## src/hw/rtl/sha256_pkg.sv

```systemverilog
// Package with shared types, constants and round functions for the SHA-256 hasher.
package sha256_pkg;

  localparam int unsigned WordW = 32;

  typedef logic [WordW-1:0] word_t;

  // Front-to-back queue entry: one block of sixteen words and its kind.
  typedef struct packed {
    logic [511:0] block;
    logic         final_blk;
  } blk_entry_t;

  typedef enum logic [1:0] {
    BK_IDLE,
    BK_ROUND,
    BK_ADD,
    BK_EMIT
  } bk_state_t;

  typedef enum logic [1:0] {
    FR_FILL,
    FR_PAD,
    FR_ZERO,
    FR_LEN
  } fr_state_t;

  localparam word_t InitHash [8] = '{
    32'h6a09e667, 32'hbb67ae85, 32'h3c6ef372, 32'ha54ff53a,
    32'h510e527f, 32'h9b05688c, 32'h1f83d9ab, 32'h5be0cd19
  };

  localparam word_t RoundK [64] = '{
    32'h428a2f98, 32'h71374491, 32'hb5c0fbcf, 32'he9b5dba5,
    32'h3956c25b, 32'h59f111f1, 32'h923f82a4, 32'hab1c5ed5,
    32'hd807aa98, 32'h12835b01, 32'h243185be, 32'h550c7dc3,
    32'h72be5d74, 32'h80deb1fe, 32'h9bdc06a7, 32'hc19bf174,
    32'he49b69c1, 32'hefbe4786, 32'h0fc19dc6, 32'h240ca1cc,
    32'h2de92c6f, 32'h4a7484aa, 32'h5cb0a9dc, 32'h76f988da,
    32'h983e5152, 32'ha831c66d, 32'hb00327c8, 32'hbf597fc7,
    32'hc6e00bf3, 32'hd5a79147, 32'h06ca6351, 32'h14292967,
    32'h27b70a85, 32'h2e1b2138, 32'h4d2c6dfc, 32'h53380d13,
    32'h650a7354, 32'h766a0abb, 32'h81c2c92e, 32'h92722c85,
    32'ha2bfe8a1, 32'ha81a664b, 32'hc24b8b70, 32'hc76c51a3,
    32'hd192e819, 32'hd6990624, 32'hf40e3585, 32'h106aa070,
    32'h19a4c116, 32'h1e376c08, 32'h2748774c, 32'h34b0bcb5,
    32'h391c0cb3, 32'h4ed8aa4a, 32'h5b9cca4f, 32'h682e6ff3,
    32'h748f82ee, 32'h78a5636f, 32'h84c87814, 32'h8cc70208,
    32'h90befffa, 32'ha4506ceb, 32'hbef9a3f7, 32'hc67178f2
  };

  function automatic word_t ror(input word_t x, input int unsigned n);
    ror = (x >> n) | (x << (WordW - n));
  endfunction

  function automatic word_t sig0(input word_t x);
    sig0 = ror(x, 7) ^ ror(x, 18) ^ (x >> 3);
  endfunction

  function automatic word_t sig1(input word_t x);
    sig1 = ror(x, 17) ^ ror(x, 19) ^ (x >> 10);
  endfunction

  function automatic word_t bsig0(input word_t x);
    bsig0 = ror(x, 2) ^ ror(x, 13) ^ ror(x, 22);
  endfunction

  function automatic word_t bsig1(input word_t x);
    bsig1 = ror(x, 6) ^ ror(x, 11) ^ ror(x, 25);
  endfunction

endpackage

```

## src/hw/rtl/sha256_front.sv

```systemverilog
// Front end: gathers bytes into blocks, appends padding and length, hands blocks on.
module sha256_front (
  input  logic                    clk,
  input  logic                    rst,
  input  logic                    in_valid,
  output logic                    in_ready,
  input  logic [7:0]              message_byte,
  input  logic                    byte_present,
  input  logic                    end_of_message,
  output logic                    blk_valid,
  input  logic                    blk_ready,
  output sha256_pkg::blk_entry_t  blk_data
);
  import sha256_pkg::*;

  // Bytes shift in at the low end, so the first byte of a block ends up on top.
  logic [511:0] blk_q;
  logic [6:0]   fill;
  logic [63:0]  message_bits;
  logic [63:0]  total;
  fr_state_t    state;
  logic         out_full;
  blk_entry_t   out_q;
  logic         fill_last;
  logic         take;

  assign blk_valid = out_full;
  assign blk_data  = out_q;
  assign fill_last = (fill == 7'd63);
  // Bytes are taken in FILL; the byte that completes a block needs the slot free.
  assign in_ready  = (state == FR_FILL) && !(out_full && fill_last);
  assign take      = in_valid && in_ready;

  always_ff @(posedge clk) begin
    if (rst) begin
      fill         <= '0;
      message_bits <= '0;
      state        <= FR_FILL;
      out_full     <= 1'b0;
      total        <= '0;
    end else begin
      if (out_full && blk_ready) out_full <= 1'b0;
      case (state)
        FR_FILL: begin
          if (take) begin
            if (byte_present) begin
              blk_q <= {blk_q[503:0], message_byte};
              if (fill_last) begin
                out_q.block     <= {blk_q[503:0], message_byte};
                out_q.final_blk <= 1'b0;
                out_full        <= 1'b1;
                message_bits    <= message_bits + 64'd512;
                fill            <= '0;
              end else begin
                fill <= fill + 7'd1;
              end
            end
            if (end_of_message) state <= FR_PAD;
          end
        end
        FR_PAD: begin
          total <= message_bits + {54'd0, fill, 3'd0};
          blk_q <= {blk_q[503:0], 8'h80};
          fill  <= fill + 7'd1;
          state <= (fill == 7'd55) ? FR_LEN : FR_ZERO;
        end
        FR_ZERO: begin
          // A full block here means the padding spilled past the length field.
          if (fill == 7'd64) begin
            if (!out_full) begin
              out_q.block     <= blk_q;
              out_q.final_blk <= 1'b0;
              out_full        <= 1'b1;
              fill            <= '0;
            end
          end else begin
            blk_q <= {blk_q[503:0], 8'h00};
            fill  <= fill + 7'd1;
            if (fill == 7'd55) state <= FR_LEN;
          end
        end
        FR_LEN: begin
          if (!out_full) begin
            out_q.block     <= {blk_q[447:0], total};
            out_q.final_blk <= 1'b1;
            out_full        <= 1'b1;
            fill            <= '0;
            message_bits    <= '0;
            state           <= FR_FILL;
          end
        end
        default: state <= FR_FILL;
      endcase
    end
  end

endmodule

```

## config.mk

```make
export PLATFORM = sky130hd
export DESIGN_NAME = sha256_front
export DESIGN_NICKNAME = d
export VERILOG_FILES = /design/src/hw/rtl/sha256_pkg.sv /design/src/hw/rtl/sha256_front.sv
export SDC_FILE = /design/constraint.sdc
export NUM_CORES = 2
export LEC_CHECK = 0
export BUFFER_PORTS_ARGS = -buffer_cell sky130_fd_sc_hd__buf_4
export CAP_MARGIN = 20
export CORE_AREA = 2 2 341 343
export CTS_BUF_LIST = sky130_fd_sc_hd__clkbuf_2
export DETAILED_ROUTE_END_ITERATION = 16
export DIE_AREA = 0 0 343 345
export MAX_ROUTING_LAYER = met4
export PLACE_DENSITY = 0.62
export SLEW_MARGIN = 15
export SYNTH_ARGS = -nofsm -noshare
export SYNTH_HDL_FRONTEND = slang
export SYNTH_SLANG_ARGS = --single-unit
```

## constraint.sdc

```tcl
create_clock -name clk -period 228.6 [get_ports clk]
set_input_delay 11.43 -clock clk [delete_from_list [all_inputs] [get_ports clk]]
set_output_delay 11.43 -clock clk [all_outputs]
set_load 0.02 [all_outputs]
```

Yosys cells after proc, flatten, opt, wreduce, memory -nomap -nowiden. Cells that the tools add are included.

Register bits: 1163. Output and inout port bits: 515.

Equality and inequality tests: 15. Add/subtract/negate cells: 3. Muxes and demuxes: 36. Bitwise operators: 1. Reduce and logical (&&, ||, !) cells: 14.

Operators by type and width (number): 2-to-1 mux 513 bit (6); one-hot mux 513 bit (3 select lines) (1); 2-to-1 mux 512 bit (3); one-hot mux 512 bit (3 select lines) (1); 2-to-1 mux 64 bit (4); one-hot mux 64 bit (2 select lines) (1); adder 64 x 10 -> 64 bit (1); adder 64 x 10 -> 64 bit (second input constant) (1); 2-to-1 mux 7 bit (5); one-hot mux 7 bit (4 select lines) (1); != test 2 bit (second input constant) (9); AND reduction 5 bit (3); == test 7 x 6 -> 1 bit (second input constant) (2); 2-to-1 mux 2 bit (5); one-hot mux 2 bit (4 select lines) (1); AND reduction 8 bit (1); adder 7 x 1 -> 7 bit (second input constant) (1); == test 7 bit (second input constant) (1); 2-to-1 mux 1 bit (7); nonzero test 3 bit (2); == test 2 bit (second input constant) (2); logical AND 1 bit (4); one-hot mux 1 bit (3 select lines) (1); == test 2 x 1 -> 1 bit (second input constant) (1); 5 further kinds (5).

Longest topological paths before layout.
Depth in word-level cells: 7. Depth in mapped cells: 10. Depth with buffers taken out: 7.

Worst setup path before layout. OpenSTA, ideal clock, no wires.

Path kind: input to register. Start: input port byte_present. End: register out_q, in the netlist blk_data[0] (enable). Slack: 133.773 ns. Stages on the path: 3. Buffers on the path: 0. Data arrival time: 90.721 ns. Path through: a21bo_2 > o41ai_1 > a2111oi_0.

Cells in the longest elaborated chain, start to end: 2.

RTL lines: start: declaration (line sha256_front.sv:8) `input logic byte_present,`; != test 2 bit (no source line); AND reduction 8 bit (no source line); end: declaration (line sha256_front.sv:23) `blk_entry_t out_q;`.

Every way passes these cells. A chain may end at the register's enable or synchronous reset.

Worst setup path after layout.
Start: register state[0]. End: output port in_ready.

Cells in the longest elaborated chain, start to end: 2.

RTL lines: start: declaration (line sha256_front.sv:21) `fr_state_t state;`; start signal: assignment (line sha256_front.sv:65) `state <= (fill == 7'd55) ? FR_LEN : FR_ZERO;`; zero test 2 bit (line sha256_front.sv:31) `assign in_ready = (state == FR_FILL) && !(out_full && fill_last);`; logical AND 1 bit (line sha256_front.sv:31); end: declaration (line sha256_front.sv:6) `output logic in_ready,`.

Every way passes these cells.

==> qor.txt <==
DR vias/cell: 5.39
crit path DAT: 2.85 ns
Post-Syn Instances: 3515
Synth area leader: edfxtp_1
Routed WL: 132000 um
layout cells sized above 1: 0.235
Peak Freq: 70.0 MHz
DRT antenna net count: 0
Setup CP Type: register to output port
Yosys warning total: 0
Slew HR: 0.191
crit end category: output port
post-DP HPWL: 86900 um
DRC: 0
Buffers on Ports: 528
Finish-stage setup viols: 0
Max Cap Violations: 0
length of the first detailed-routing pass in iterations: 6
clk root buf: clkbuf_2
vias in the first global route: 30000
dpl cells: 5376
Routed wire per std cell: 22.4 um
core outline area: 115000 um^2
Non-Filler Instances: 5881
global-route wire length before repair: 193000 um
Avg Inst Size Synth: 13.0 um^2
Async SR Flop Fraction: 0
grt ovf: 0
Iter 0 DRT Violations: 3825
Starting Density: 0.397
synth cell count leaders: nand2_1, edfxtp_1, a22oi_1, clkbuf_1, dfxtp_1
antenna violations before repair: 3
Rows: 125
worst vdd ir: 8.13 uV
count leader, synth: nand2_1
fillers: 10500
worst path required time: 217.17 ns
total die area: 118000 um^2
post-synth net total: 3538
Final Hold Vio Count: 0
TritonCTS clock tree: done
Hold Crit Class: register to register
final setup TNS: 0 ns
Worst Setup Start Kind: register
worst r2r path cells: 9
Worst Hold Margin: 0.369 ns
post-synth top area share: 0.674
Total GRT Usage: 0.223
Pleak: 20.0 nW
clk slew on worst S/H paths: 0.10 ns
ys flop type: edfxtp_1
Max H-tree Level: 5
register area share after synthesis: 0.729
gp weighted congestion: 0.875
Die Span X: 343 um
Synth Register Bits: 1151
Area growth, synth to finish: 17.5%
largest net degree at the start of global routing: 201
post-cts resize count: 0
clk_skew: 0.168 ns
clk sinks: 1151
main area contributors after synthesis: edfxtp_1, nand2_1, a22oi_1
CTS buffer count: 309
crit share post-route: 0.0625
Die H: 345 um
Reg area: 33300 um^2
Post-CTS Setup Repair Bufs: 0
clock period minus worst slack: 14.28 ns
number of synthesized flops with an enable pin: 1025
area of the multi-input gates: 11500 um^2
Post-Syn Area: 45700 um^2
post-synth cell types: 59
Vias: 31700
Max Slew Vio Count: 0
unrepaired setup endpoints after global routing: no
Worst-Margin Slew: 1.21 ns
crit path max fanout: 7
Layout Nets: 4187
status: finished clean
hold buffer count at cts: 0
io pins: 529
power density cells: 11.9 nW/um^2
hold path depth: 0
Clock Path Buffers: 4
later-pin clock latency in the skew report: 1.48 ns
==> registers in the layout, summed over array words and instances (netlist names) <==
signal	cells
total	61
blk_data	513
blk_valid	1
message_bits	55
fill	7
state	2
blk_q	512
==> worst paths after layout <==
kind                          from                      end  slack (ns)
max          state[0]$_SDFFE_PP0P_                 in_ready      214.32
min           blk_q[459]$_DFFE_PP_     blk_q[467]$_DFFE_PP_        0.37
max reg2reg  state[0]$_SDFFE_PP0P_  blk_data[270]$_DFFE_PP_      223.72
min reg2reg   blk_q[459]$_DFFE_PP_     blk_q[467]$_DFFE_PP_        0.37
==> power breakdown <==
part	switching (mW)	internal [mW]	total [mW]	leakage (nW)
sequential	0.0313	0.293	0.324	10.0
clock	0.0841	0.0564	0.141	1.97
combinational	0.119	0.0532	0.172	8.04
==> metrics by stage <==
step	setup slack, ns	instance area, um^2	power (mW)	utilization
2_1_floorplan	133.77	45700	0.516	-
5_1_grt	214.01	53700	0.673	0.466
6_report	214.32	53700	0.637	0.466
3_3_place_gp	213.38	51100	0.500	0.444
4_1_cts	214.01	53700	0.642	0.466
3_5_place_dp	213.33	51100	0.501	0.444
==> metal layers <==
metal,part of all wire,routed length (um),track usage,vias up
met5,0,0,-,-
met4,0.019,2500,0.0640,0
met3,0.073,9550,0.0445,144
met2,0.47,61200,0.328,1363
met1,0.44,58300,0.314,15600
li1,-,-,-,14600
==> layout by cell type, fill, tap and decap left out, types with 43 or more instances in the layout <==
| master | netlist | routed |
|---|---|---|
| o21ai_0 | 52 | 52 |
| nor2_1 | 108 | 107 |
| buf_4 | 0 | 554 |
| nand2_1 | 1058 | 1058 |
| clkbuf_2 | 0 | 413 |
| edfxtp_1 | 1025 | 1025 |
| or3_1 | 43 | 43 |
| a22oi_1 | 510 | 510 |
| dfxtp_1 | 126 | 126 |
| clkinv_1 | 0 | 69 |
==> critical path: stages, from the launching register on <==
cell     delay (ns)
dfxtp_1        0.39
inv_1          0.21
ha_1           0.40
inv_2          0.12
a31oi_1        0.19
buf_4          0.17
==> logic make-up (layout without fill, tap and decap cells) <==
family          count (synthesis)  after routing  share of synthesized area
compound gates                709            709                      0.113
xor+xnor                       54             54                     0.0104
fa+ha+maj                       9              9                    0.00247
buf+inv                       239           1079                     0.0200
flops                        1151           1151                      0.729
mux                            10             10                    0.00225
other cells                     0              2                          0
simple gates                 1343           1343                      0.123
==> layout make-up <==
cell class,count,share of cell area
sequential,1151,0.620
multi-input combinational,2125,0.215
timing repair buffer,561,0.0801
clock buffer,413,0.0385
tap,1524,0.0355
clock inverter,89,0.00995
inverter,16,0.00112
antenna,2,0.0000932
No activity file was read; power rests on OpenSTA's default activity.
