==> src/hw/rtl/sha256_pkg.sv <==
// Package with shared types, constants and round functions for the SHA-256 hasher.
package sha256_pkg;

  localparam int unsigned WordW = 32;

  typedef logic [WordW-1:0] word_t;

  // Front-to-back queue entry: one block of sixteen words and its kind.
  typedef struct packed {
    logic [511:0] block;
    logic         final_blk;
  } blk_entry_t;

  typedef enum logic [1:0] {
    BK_IDLE,
    BK_ROUND,
    BK_ADD,
    BK_EMIT
  } bk_state_t;

  typedef enum logic [1:0] {
    FR_FILL,
    FR_PAD,
    FR_ZERO,
    FR_LEN
  } fr_state_t;

  localparam word_t InitHash [8] = '{
    32'h6a09e667, 32'hbb67ae85, 32'h3c6ef372, 32'ha54ff53a,
    32'h510e527f, 32'h9b05688c, 32'h1f83d9ab, 32'h5be0cd19
  };

  localparam word_t RoundK [64] = '{
    32'h428a2f98, 32'h71374491, 32'hb5c0fbcf, 32'he9b5dba5,
    32'h3956c25b, 32'h59f111f1, 32'h923f82a4, 32'hab1c5ed5,
    32'hd807aa98, 32'h12835b01, 32'h243185be, 32'h550c7dc3,
    32'h72be5d74, 32'h80deb1fe, 32'h9bdc06a7, 32'hc19bf174,
    32'he49b69c1, 32'hefbe4786, 32'h0fc19dc6, 32'h240ca1cc,
    32'h2de92c6f, 32'h4a7484aa, 32'h5cb0a9dc, 32'h76f988da,
    32'h983e5152, 32'ha831c66d, 32'hb00327c8, 32'hbf597fc7,
    32'hc6e00bf3, 32'hd5a79147, 32'h06ca6351, 32'h14292967,
    32'h27b70a85, 32'h2e1b2138, 32'h4d2c6dfc, 32'h53380d13,
    32'h650a7354, 32'h766a0abb, 32'h81c2c92e, 32'h92722c85,
    32'ha2bfe8a1, 32'ha81a664b, 32'hc24b8b70, 32'hc76c51a3,
    32'hd192e819, 32'hd6990624, 32'hf40e3585, 32'h106aa070,
    32'h19a4c116, 32'h1e376c08, 32'h2748774c, 32'h34b0bcb5,
    32'h391c0cb3, 32'h4ed8aa4a, 32'h5b9cca4f, 32'h682e6ff3,
    32'h748f82ee, 32'h78a5636f, 32'h84c87814, 32'h8cc70208,
    32'h90befffa, 32'ha4506ceb, 32'hbef9a3f7, 32'hc67178f2
  };

  function automatic word_t ror(input word_t x, input int unsigned n);
    ror = (x >> n) | (x << (WordW - n));
  endfunction

  function automatic word_t sig0(input word_t x);
    sig0 = ror(x, 7) ^ ror(x, 18) ^ (x >> 3);
  endfunction

  function automatic word_t sig1(input word_t x);
    sig1 = ror(x, 17) ^ ror(x, 19) ^ (x >> 10);
  endfunction

  function automatic word_t bsig0(input word_t x);
    bsig0 = ror(x, 2) ^ ror(x, 13) ^ ror(x, 22);
  endfunction

  function automatic word_t bsig1(input word_t x);
    bsig1 = ror(x, 6) ^ ror(x, 11) ^ ror(x, 25);
  endfunction

endpackage

==> src/hw/rtl/sha256_back.sv <==
// Back end: 64-round compression engine with message schedule and digest output.
module sha256_back (
  input  logic                    clk,
  input  logic                    rst,
  input  logic                    blk_valid,
  output logic                    blk_ready,
  input  sha256_pkg::blk_entry_t  blk_data,
  output logic                    out_valid,
  input  logic                    out_ready,
  output logic [31:0]             digest_word,
  output logic [2:0]              word_index,
  output logic                    last_word
);
  import sha256_pkg::*;

  bk_state_t state, state_next;
  word_t     h [8];
  word_t     v [8];
  word_t     w [16];
  logic [5:0] rnd;
  logic [2:0] idx;
  logic       final_q;
  word_t      t1, t2, wnew;

  always_comb begin
    t1 = v[7] + bsig1(v[4]) + ((v[4] & v[5]) ^ (~v[4] & v[6])) + RoundK[rnd] + w[0];
    t2 = bsig0(v[0]) + ((v[0] & v[1]) ^ (v[0] & v[2]) ^ (v[1] & v[2]));
    wnew = sig1(w[14]) + w[9] + sig0(w[1]) + w[0];
  end

  always_comb begin
    state_next = state;
    case (state)
      BK_IDLE:  if (blk_valid) state_next = BK_ROUND;
      BK_ROUND: if (rnd == 6'd63) state_next = BK_ADD;
      BK_ADD:   state_next = final_q ? BK_EMIT : BK_IDLE;
      BK_EMIT:  if (out_ready && idx == 3'd7) state_next = BK_IDLE;
      default:  state_next = BK_IDLE;
    endcase
  end

  assign blk_ready   = (state == BK_IDLE);
  assign out_valid   = (state == BK_EMIT);
  assign digest_word = h[idx];
  assign word_index  = idx;
  assign last_word   = (idx == 3'd7);

  always_ff @(posedge clk) begin
    if (rst) begin
      state <= BK_IDLE;
      rnd   <= '0;
      idx   <= '0;
      for (int i = 0; i < 8; i++) h[i] <= InitHash[i];
    end else begin
      state <= state_next;
      case (state)
        BK_IDLE: begin
          if (blk_valid) begin
            for (int i = 0; i < 16; i++) w[i] <= blk_data.block[511 - 32*i -: 32];
            for (int i = 0; i < 8; i++) v[i] <= h[i];
            final_q <= blk_data.final_blk;
            rnd <= '0;
          end
        end
        BK_ROUND: begin
          for (int i = 0; i < 15; i++) w[i] <= w[i+1];
          w[15] <= wnew;
          v[7] <= v[6]; v[6] <= v[5]; v[5] <= v[4]; v[4] <= v[3] + t1;
          v[3] <= v[2]; v[2] <= v[1]; v[1] <= v[0]; v[0] <= t1 + t2;
          rnd <= rnd + 6'd1;
        end
        BK_ADD: begin
          for (int i = 0; i < 8; i++) h[i] <= h[i] + v[i];
          idx <= '0;
        end
        BK_EMIT: begin
          if (out_ready) begin
            idx <= idx + 3'd1;
            if (idx == 3'd7) begin
              for (int i = 0; i < 8; i++) h[i] <= InitHash[i];
            end
          end
        end
        default: ;
      endcase
    end
  end

endmodule

==> config.mk <==
export PLATFORM = sky130hd
export DESIGN_NAME = sha256_back
export DESIGN_NICKNAME = d
export VERILOG_FILES = /design/src/hw/rtl/sha256_pkg.sv /design/src/hw/rtl/sha256_back.sv
export SDC_FILE = /design/constraint.sdc
export NUM_CORES = 2
export LEC_CHECK = 0
export BUFFER_PORTS_ARGS = -buffer_cell sky130_fd_sc_hd__buf_2
export CORE_ASPECT_RATIO = 1.5
export CORE_MARGIN = 2
export CORE_UTILIZATION = 45
export CTS_BUF_LIST = sky130_fd_sc_hd__clkbuf_4 sky130_fd_sc_hd__clkbuf_8 sky130_fd_sc_hd__clkbuf_16
export DETAILED_ROUTE_END_ITERATION = 7
export PLACE_DENSITY = 0.64
export SLEW_MARGIN = 20
export SYNTH_ARGS = -nofsm -noshare
export SYNTH_HDL_FRONTEND = slang
export SYNTH_SLANG_ARGS = --single-unit
==> constraint.sdc <==
create_clock -name clk -period 91.7 [get_ports clk]
set_clock_uncertainty 0.2 [all_clocks]
set_input_delay 13.755 -clock clk [delete_from_list [all_inputs] [get_ports clk]]
set_output_delay 13.755 -clock clk [all_outputs]
set_load 0.01 [all_outputs]
==> Word level (Yosys, flattened, before mapping) <==
Memories as Yosys holds them, arrays and structs flattened. A register that Yosys moved wholly into a read port is not among the register bits.
Cells that the tools add are included.
{ "totals": {"latch_bits": 0, "wordCells": 185, "n_memories": 4, "ramBits": 1024, "regBits": 12, "inputBits": 517, "output_inout_bits": 38, "romBits": 2048} }
{ "memory_table": {"columns": ["memory", "depth", "width", "rd", "rd_ports_with_merged_regs", "wr", "line_no", "rtl"], "rows": [
  ["(no name shown)", 64, 32, 1, 0, 0, "sha256_back.sv:26", "t1 = v[7] + bsig1(v[4]) + ((v[4] & v[5]) ^ (~v[4] & v[6])) + RoundK[rnd] + w[0];"],
  ["w", 16, 32, 16, 0, 16, "sha256_back.sv:19", "word_t w [16];"],
  ["h", 8, 32, 9, 1, 8, "sha256_back.sv:17", "word_t h [8];"],
  ["v", 8, 32, 8, 0, 8, "sha256_back.sv:18", "word_t v [8];"]
]} }
{ "op_classes": {"n_div": 0, "n_reduce_logical": 8, "magnitude_cmp": 1, "add_sub_neg": 20, "n_mul": 0, "n_eq_ne": 9, "shifts": 0, "n_mux": 70, "n_bitwise": 69} }
{ "ops": {"columns": ["op", "n"], "rows": [
  ["two-way mux 32 bit", 42],
  ["adder 32 bit", 18],
  ["XOR 32 bit", 9],
  ["bitwise AND 32 bit", 5],
  ["bitwise OR 1 bit", 40],
  ["NOT 32 bit", 1],
  ["bitwise OR 10 x 32 -> 32 bit", 1],
  ["bitwise OR 13 x 32 -> 32 bit", 1],
  ["bitwise OR 14 x 32 -> 32 bit", 1],
  ["bitwise OR 15 x 32 -> 32 bit", 1],
  ["bitwise OR 19 x 32 -> 32 bit", 1],
  ["bitwise OR 21 x 32 -> 32 bit", 1],
  ["bitwise OR 25 x 32 -> 32 bit", 1],
  ["bitwise OR 26 x 32 -> 32 bit", 1],
  ["bitwise OR 30 x 32 -> 32 bit", 1],
  ["bitwise OR 7 x 32 -> 32 bit", 1],
  ["XOR 32 x 22 -> 32 bit", 1],
  ["XOR 32 x 29 -> 32 bit", 1],
  ["two-way mux 1 bit", 17],
  ["case mux 6 bit (2 select lines)", 1],
  ["two-way mux 3 bit", 3],
  ["two-way mux 2 bit", 4],
  ["case mux 2 bit (4 select lines)", 1],
  ["greater-or-equal comparator 7 bit, second input constant", 1],
  ["17 further kinds", 23]
]} }

==> Depth between registers and ports, before layout <==
An unclocked memory read counts as a cell.
{ "depth": {"ltp_word": 10, "depth_mapped": 43, "ltp_nobuf": 41} }

==> Worst setup path after synthesis <==
OpenSTA, ideal clock, no wires.
{ "synth_timing": {"kind": "input to register", "start": "input port rst", "end": "memory v[0][0] (netlist name) (enable)", "required_time_ps": 89575, "setup_slack_ps": 43626, "setup_time_ps": 1925, "n_path_buf": 2, "arrival_ps": 45949, "path_stages": 3, "path_cell_list": "clkbuf_1 -> buf_1 -> nor2_1"} }
{ "synth_rtl": {"columns": ["element", "line_no", "rtl"], "rows": [
  ["from (decl)", "sha256_back.sv:4", "input logic rst,"],
  ["to (decl)", "sha256_back.sv:18", null]
]} }

==> impl_metrics.tcl <==
set metrics [dict create \
    ys_top_cells_by_area "edfxtp_1 38%, nand2_1 13%, ha_1 7.0%" \
    final_layout_size_suffix_gt1_frac 0.122 \
    grt_max_degree 197 \
    cts_setup_buffers 0 \
    drt_iter0_drc 5436 \
    hold_violations 0 \
    wire_per_inst_microns 27.0 \
    synth_area_per_cell_sq_um 9.20 \
    final_nets 9183 \
    final_cell_mix "2,473 x nand2_1, 897 x edfxtp_1, 554 x buf_2, 421 x a21oi_1, 395 x ha_1" \
    cts_tree "built" \
    ys_types 91 \
    whs_ns 0.287 \
    fmax_mhz 54.3 \
    portBuffers 554 \
    netlist_area_sq_um 70900 \
    crit_chain "buf_2 -> or3_4 -> buf_4 -> buf_4 -> buf_4 -> buf_4 -> nand2_1 -> nand2_1" \
    design_area_sq_um 79500 \
    post-route-drc-count 0 \
    drt_wl_total_microns 278000 \
    postRouteAntennaNets 0 \
    path_class "in -> reg" \
    via_per_inst 5.75 \
    grtUsageTotal 0.340 \
    clk_pin_slew_ns 0.06 \
    clock_sinks 1039 \
    synth_top_cell_by_area "edfxtp_1" \
    rows 178 \
    placed_area_sq_um 75600 \
    cap_violations 0 \
    synth_warnings 0 \
    setup_violations 0 \
    areaGrowthSynthToFinish_pct 12.1 \
    status "finished clean" \
    vias 59000 \
    ys_seq_elements 1039 \
    syn_inst 7713 \
    hold_class "reg -> reg" \
    layout_commonest_cell "nand2_1" \
    ioPinCount 555 \
    rsz0062_at_grt "no" \
    ys.flop_type "edfxtp_1" \
    finalCritPeriodShare 0.201 \
    dieArea_sq_um 161000 \
    worstMarginPinSlew_ns 1.18 \
    worst_hold_path.num_cells 2 \
    cpPeakStageDelay_ns 0.92 \
    cp.depth 8 \
    ys_seq_area_frac 0.420 \
    endpoint_kind "flop" \
    hold_buffers 0 \
    synth_top_area_share 0.380 \
    synth_edf_count 897 \
    chipWidth_microns 328 \
    antenna_found_initial 48 \
    ys_async_sr_fraction 0 \
    clk_latency_ns 0.79 \
    cts-root-buf "clkbuf_16" \
    grt_pass1_vias 59300 \
    fin_crit_ns 18.43 \
    globalRouteOverflowTotal 0 \
    drtPass1Iterations 6 \
    met2_length_microns 141000 \
    met3_length_microns 16900 \
    worstPathMaxFanout 98 \
    r2r_cells 37 \
    h-tree-depth 3 \
    syn-num-nets 8820 \
    cts_resized 0 \
    wl_met1_microns 92100 \
    start_kind "primary input" \
    grt_pass1_wl_microns 398000 \
    cp_common_cell "buf_4" \
    gp_congestion 1.00 \
    cts_buffer_depth 3 \
    crit_arrival_ns 18.86 \
    slew_violations 0 \
    dp_hpwl_microns 217000 \
    routed.top_layer "met5" \
    crit_buf_inv 5 \
    final.setup.tns_ns 0 \
    initial_core_util 0.452 \
    worstPathRequired_ns 92.13 \
    fp.dieH_microns 490 \
    slowest_stage "buf_4" \
    numCtsBuffers 110 \
    relSlewSlack 0.205 \
    path_delay_family "buffers and inverters" \
    coreArea_sq_um 157000 \
]
[flip-flops by register name, summed over array words and instances (netlist names), named ones only]
name and count:
v 256, w 512, h 256, final_q 1, word_index 3, state 2, rnd 6
[cells by family (layout without fill, tap and decap cells)]
group / Yosys count / in the layout / share of synthesized area
AND/OR/NAND/NOR: 3178 / 3178 / 0.181
AO/OA/AOI/OAI: 1471 / 1471 / 0.131
flip-flops: 1039 / 1039 / 0.420
buffers and inverters: 710 / 1169 / 0.0376
adder cells (fa/ha/maj): 594 / 594 / 0.125
XOR/XNOR: 572 / 572 / 0.0706
multiplexers: 149 / 149 / 0.0345
other: 0 / 25 / 0
[worst reg2reg max path, delay by kind of cell, from the launching register on]
kind,cells,cell delay (ns)
AOI/OAI and AO/OA,16,4.62
adders and majority gates,7,3.35
xor gates and xnor gates,3,0.83
and+or+nand+nor,3,0.97
buffers and inverters,8,1.62
DFF,1,0.31
[metrics by stage]
stage	worst slack (ns)	std cells	utilization
final	73.27	10300	0.507
after global routing	73.03	10300	0.507
after CTS	73.42	10200	0.507
after detailed placement	72.61	10000	0.482
after global placement	72.63	10000	0.482
after floorplan	43.63	7713	-
[area by class of cell]
class | instances | area [sq um]
multi-input cells | 5964 | 38500
fillers | 14600 | 77300
repair buffers | 627 | 3390
well taps | 2070 | 2590
inverters | 334 | 1260
diodes | 25 | 62.6
clock buffers | 139 | 3070
clock inverters | 69 | 812
flip-flops and latches | 1039 | 29800
[Yosys cell counts, types with 65 or more instances]
cell type	count
a21o_1	203
a21oi_1	421
clkbuf_1	344
dfxtp_1	142
edfxtp_1	897
fa_1	195
ha_1	395
inv_1	332
mux4_2	71
nand2_1	2475
nand2b_1	69
nand3_1	78
nor2_1	299
nor3_1	67
o21a_1	65
o21ai_0	356
xnor2_1	379
xor2_1	193
[final timing paths]
check	start	endpoint	slack [ns]
worst min register to register	w[1][122]$_DFFE_PP_	w[1][90]$_DFFE_PP_	0.29
worst max-delay path	rst	w[0][181]$_DFFE_PP_	73.27
worst min-delay path	w[1][122]$_DFFE_PP_	w[1][90]$_DFFE_PP_	0.29
worst max register to register	rnd[1]$_SDFFE_PP0P_	v[0][31]$_DFFE_PP_	79.52
[layer usage]
layer,vias up,track usage
li1,27300,-
met1,28500,0.351
met3,735,0.0505
met2,2472,0.605
met4,40,0.282
met5,-,0
Power is not shown: default switching activity piles up to over one toggle a cycle in this logic, so the estimate is an artifact.
